**src/rtl/lis_pkg.sv**
```systemverilog
// ============================================================================
// lis_pkg: shared types and constants
// Sizes, the word that travels along the cell chain, and the control states.
// ============================================================================
package lis_pkg;

  localparam int MAX_N   = 1024;                 // stored entries, one per cell
  localparam int VAL_W   = 32;
  localparam int LEN_W   = 11;
  localparam int CNT_W   = $clog2(MAX_N + 1);    // holds 0..MAX_N
  localparam logic [LEN_W-1:0] LEN_MAX = {LEN_W{1'b1}};
  localparam logic [CNT_W-1:0] CNT_FULL = CNT_W'(MAX_N);

  // Word handed from cell to cell while an item is scanned.
  typedef struct packed {
    logic                    vld;     // word present
    logic signed [VAL_W-1:0] value;   // incoming element
    logic [LEN_W-1:0]        len;     // best length so far for this element
    logic [CNT_W-1:0]        remain;  // cells left before the free one
    logic                    stored;  // already written into its cell
  } tok_t;

  typedef enum logic {
    ST_IDLE,
    ST_RUN
  } state_t;

endpackage

```
**src/rtl/lis_cell.sv**
```systemverilog
// ============================================================================
// lis_cell: one entry of the scan chain
// Holds one stored element and its length; updates the passing word.
// ============================================================================
module lis_cell
  import lis_pkg::*;
(
  input  logic clk,
  input  logic rst_n,
  input  tok_t tok_in,
  output tok_t tok_out
);

  tok_t                    tok_r;
  tok_t                    tok_nxt;
  logic signed [VAL_W-1:0] val_r;
  logic signed [VAL_W-1:0] val_nxt;
  logic [LEN_W-1:0]        len_r;
  logic [LEN_W-1:0]        len_nxt;
  logic [LEN_W-1:0]        cand;

  // saturating length + 1
  assign cand = (len_r == LEN_MAX) ? len_r : len_r + LEN_W'(1);

  always_comb begin
    tok_nxt = tok_in;
    val_nxt = val_r;
    len_nxt = len_r;
    if (tok_in.vld && !tok_in.stored) begin
      if (tok_in.remain == '0) begin
        // first free entry: store here
        val_nxt        = tok_in.value;
        len_nxt        = tok_in.len;
        tok_nxt.stored = 1'b1;
      end else begin
        if ((val_r < tok_in.value) && (cand > tok_in.len)) begin
          tok_nxt.len = cand;
        end
        tok_nxt.remain = tok_in.remain - CNT_W'(1);
      end
    end
  end

  always_ff @(posedge clk) begin
    if (!rst_n) begin
      tok_r.vld <= 1'b0;
    end else begin
      tok_r <= tok_nxt;
    end
  end

  always_ff @(posedge clk) begin
    val_r <= val_nxt;
    len_r <= len_nxt;
  end

  assign tok_out = tok_r;

endmodule

```
**config.mk**
```make
export PLATFORM = sky130hd
export DESIGN_NAME = lis_cell
export DESIGN_NICKNAME = d
export VERILOG_FILES = /design/src/rtl/lis_pkg.sv /design/src/rtl/lis_cell.sv
export SDC_FILE = /design/constraint.sdc
export NUM_CORES = 1
export LEC_CHECK = 0
export BUFFER_PORTS_ARGS = -buffer_cell sky130_fd_sc_hd__buf_2
export CAP_MARGIN = 5
export CORE_MARGIN = 5
export CORE_UTILIZATION = 45
export DETAILED_ROUTE_END_ITERATION = 7
export GPL_TIMING_DRIVEN = 0
export PLACE_DENSITY = 0.68
export SYNTH_ARGS = -nofsm -noshare
export SYNTH_HDL_FRONTEND = slang
export SYNTH_SLANG_ARGS = --single-unit
```
**constraint.sdc**
```tcl
create_clock -name clk -period 12.5 [get_ports clk]
set_clock_uncertainty 0.15 [all_clocks]
set_input_delay 2.5 -clock clk [delete_from_list [all_inputs] [get_ports clk]]
set_output_delay 2.5 -clock clk [all_outputs]
set_load 0.05 [all_outputs]
```
**After elaboration in Yosys (flattened, before gate mapping)**

Cells that the tools add are included.

- Add/subtract/negate cells: 2
- $lt $le $gt $ge: 2
- Equal/unequal tests: 1
- Multiplexer cells: 5
- Reductions and logical operators: 5

Operators by type and width:

| kind | number |
|---|---|
| 32-bit < comparator | 1 |
| 23-bit two-way mux | 1 |
| 11-bit two-way mux | 2 |
| 22-bit two-way mux | 1 |
| 11-bit by 1-bit adder with 11-bit output (second input constant) | 1 |
| 11-bit == test (second input constant) | 1 |
| 11-bit > comparator | 1 |
| 11-bit logical NOT | 1 |
| 11-bit by 1-bit subtractor with 11-bit output (second input constant) | 1 |
| 1-bit logical AND | 2 |
| 2-bit AND reduction | 1 |
| 1-bit logical NOT | 1 |
| 1-bit two-way mux | 1 |

- Register bits: 99
- Input bits: 58
- Output and inout bits: 56
- Word-level logic and storage cells: 22

**Depth between registers and ports, before layout**

- Word-level depth: 7
- Gate-level depth with buffers: 14

**Worst setup path after synthesis**

Ideal clock, no wire load.

- Kind: input to register
- Start point: input port tok_in[8] (netlist bit)
- End point: register tok_r (netlist bit tok_out[0]) (data pin)
- Library setup time: 164 ps
- Arrival time: 7786 ps
- Data required time: 12186 ps
- Setup slack: 4400 ps
- Cell stages on the path: 4
- Path buffers: 0
- Cell sequence: nor4_1 nand2_1 nor4_1 or2_2

RTL lines:

| what | line | text |
|---|---|---|
| start: declaration | lis_cell.sv:10 | `input tok_t tok_in,` |
| end signal: assignment | lis_cell.sv:48 | `tok_r <= tok_nxt;` |
| end: declaration | lis_cell.sv:14 | `tok_t tok_r;` |

==> flow_metrics.py <==
metrics = {
    "outcome": {
        "status": "completed",
    },
    "setup_path": {
        "path_class": "in -> reg",
        "cp-end-kind": "flop",
        "path_max_fanout": 10,
        "start_kind": "input port",
        "cp.required_ns": 12.42,
        "cp_top_family": "compound AO/OA/AOI/OAI gates",
        "critPathSlowestCell": "clkbuf_1",
        "critPathBufInv": 3,
        "path_cells": "buf_2 > inv_1 > ha_1 > a211oi_1 > nor2_1 > o31ai_1 > clkbuf_1 > a21oi_1 > nor4_1 > o211ai_2",
        "arrival_ns": 4.96,
        "slowest_delay_ns": 0.54,
        "rrSetupSlack_ns": 8.46,
    },
    "final_layout": {
        "antennaDiodeCount": 0,
        "drive_gt1_frac": 0.281,
        "design_area_um2": 6450,
        "fin_cells": 733,
        "area_growth_pct": 20.7,
        "fin_nets": 688,
    },
    "routing": {
        "vias": 4010,
        "firstDrtPassIters": 4,
        "drtAntennaViolNets": 0,
        "drc_errors": 0,
        "wl_per_cell_um": 17.4,
        "drt_first_iter_violations": 241,
        "vias_per_cell": 5.47,
        "wirelength_um": 12700,
    },
    "power_and_ir_drop": {
        "p_leak_uw": 0.00267,
        "intPower_uw": 569,
        "sw_frac_of_total": 0.281,
        "p_per_area_nw_per_um2": 123,
        "comb_power_share": 0.163,
        "power_frac_clock": 0.351,
        "ir_worst_vdd_mv": 0.112,
        "seq_power_share": 0.486,
        "switchingPower_uw": 222,
    },
    "global_route": {
        "overflow": 0,
        "grt_pass1_vias": 4132,
        "grt_usage": 0.183,
        "grt_max_degree": 57,
        "antenna_found_initial": 0,
        "grt_first_pass_wirelength_um": 20600,
    },
    "placement": {
        "io_buffers": 113,
        "place_inst": 717,
        "gp_congestion": 0.895,
        "dp_slack_ns": 7.16,
        "place_area_um2": 6140,
        "dp_hpwl_um": 9510,
    },
    "clocking": {
        "cts.sinks": 99,
        "clk-insertion-delay-late_ns": 0.35,
        "h-tree-depth": 3,
        "post_cts_buffers": 0,
        "cts_root_buf": "clkbuf_16",
        "cts_resized": 0,
        "cts_hold_buf": 0,
        "cts_made_buffers": 9,
        "cts.path.max_buffers": 2,
        "cts_tree": "built",
        "clkTransAtPathRegs_ns": 0.07,
    },
    "yosys": {
        "yosys.area.top_type": "edfxtp_1",
        "avgSynthCellArea_um2": 11.7,
        "synth_area_um2": 5340,
        "postSynthNetCount": 557,
        "yosys.area.top_type_share": 0.551,
        "yosys_warnings": 0,
        "synth_edf_count": 98,
        "syn_inst": 455,
        "synthTopCellsByArea": "edfxtp_1 (55%), ha_1 (10%), inv_1 (3.7%)",
        "yosysUniqueCellTypes": 53,
        "ys_seq_elements": 99,
        "synthArstFlopShare": 0,
        "synth-main-ff-cell": "edfxtp_1",
        "synth.most_common_cell": "edfxtp_1",
        "synth-seq-area-share": 0.554,
        "netlist_top_cells_count": "edfxtp_1 (98), inv_1 (53), ha_1 (44), nand2_1 (38), a21oi_1 (34)",
    },
    "timing": {
        "tns_ns": 0,
        "drv_slew": 0,
        "max_slew.worst_pin.slew_ns": 0.803,
        "setup_viol": 0,
        "fmax_mhz": 199,
        "period_needed_ns": 5.03,
        "setup_ws_ns": 7.47,
        "timing.final.crit_share": 0.403,
        "maxSlewHeadroom": 0.464,
        "rsz0062_at_grt": "false",
        "finalHoldViolations": 0,
    },
    "floorplan": {
        "core_um2": 11500,
        "boundaryPins": 114,
        "die_area_um2": 14200,
        "num_rows": 39,
        "die_h_um": 119,
        "fp.dieW_um": 119,
        "initial_core_util": 0.464,
    },
    "job": {
        "maxCapViolations": 0,
    },
    "hold_path": {
        "hold_class": "reg -> reg",
    },
}
## placed cells by master, fill, tap and decap left out, types with 3 or more instances in the layout
master	synthesis	final
nand2b_1	5	5
a21oi_1	34	34
nand3_1	10	10
or4_1	4	4
inv_1	53	53
buf_4	2	8
o211ai_2	8	8
o21ai_0	8	8
a211oi_1	3	3
or3_1	3	3
nor4_1	14	13
clkbuf_16	0	9
nor3_1	14	14
ha_1	44	44
nand2_1	38	38
xor2_1	5	5
buf_1	3	3
a31oi_1	3	3
a211oi_2	10	10
nor2_1	12	12
buf_2	3	116
edfxtp_1	98	98
and2_1	6	6
xnor2_1	7	7
nand4_1	19	19
a21o_1	6	6
clkbuf_1	9	9
## tightest hold or removal path: cells and delay by family (launching register included)
family,cells,cell delay (ns)
compound gates,2,0.15
buf+inv,1,0.09
flops,1,0.41
simple gates,1,0.11
## stage by stage
stage | power (µW) | hold slack, ns | utilization
floorplan | 479 | 0.616 | -
global placement | 519 | 0.702 | 0.529
detailed placement | 521 | 0.693 | 0.533
CTS | 801 | 0.717 | 0.558
global route | 826 | 0.763 | 0.560
finish | 792 | 0.728 | 0.560
## path summary, 6_finish.rpt
kind	from	depth (start not counted)	endpoint
worst max-delay path	tok_in[48]	10	tok_out[20]
worst min-delay path	len_r[10]	4	tok_out[22]
worst max register to register	len_r[0]	14	tok_out[16]
worst min register to register	len_r[10]	4	tok_out[22]
## cell type report
class | count | area, µm²
inverter | 53 | 199
tap | 143 | 179
clock inverter | 6 | 66.3
multi-input combinational | 285 | 2100
fill | 1010 | 5060
sequential | 99 | 2960
buffer | 18 | 86.3
clock buffer | 9 | 225
timing repair buffer | 120 | 631
## logic make-up after synthesis
kind of cell             share of synthesized area
flip-flops                                   0.554
adder cells (fa/ha/maj)                      0.103
buffers and inverters                       0.0534
AO/OA/AOI/OAI                                0.129
XOR/XNOR                                    0.0197
multiplexers                               0.00375
AND/OR/NAND/NOR                              0.137
## power groups by stage
stage / registers (µW) / clock network [µW] / logic, µW
after floorplan: 445 / 0 / 34.1
after global placement: 392 / 0 / 127
after detailed placement: 392 / 0 / 129
after CTS: 385 / 287 / 129
after global routing: 386 / 302 / 138
final: 385 / 278 / 129
## per-layer routing
layer  global-route usage  part of all wire  routed length [µm]
met5                    0                 0                   0
met3               0.0469             0.077                 984
met1                0.236              0.43                5420
met2                0.303              0.49                6200
met4               0.0608             0.010                 128
## sequential cells by signal (all words and copies together) (netlist names)
| name | flops |
|---|---|
| val_r | 32 |
| len_r | 11 |
| tok_out | 56 |
No activity file was read; power rests on OpenSTA's default activity.
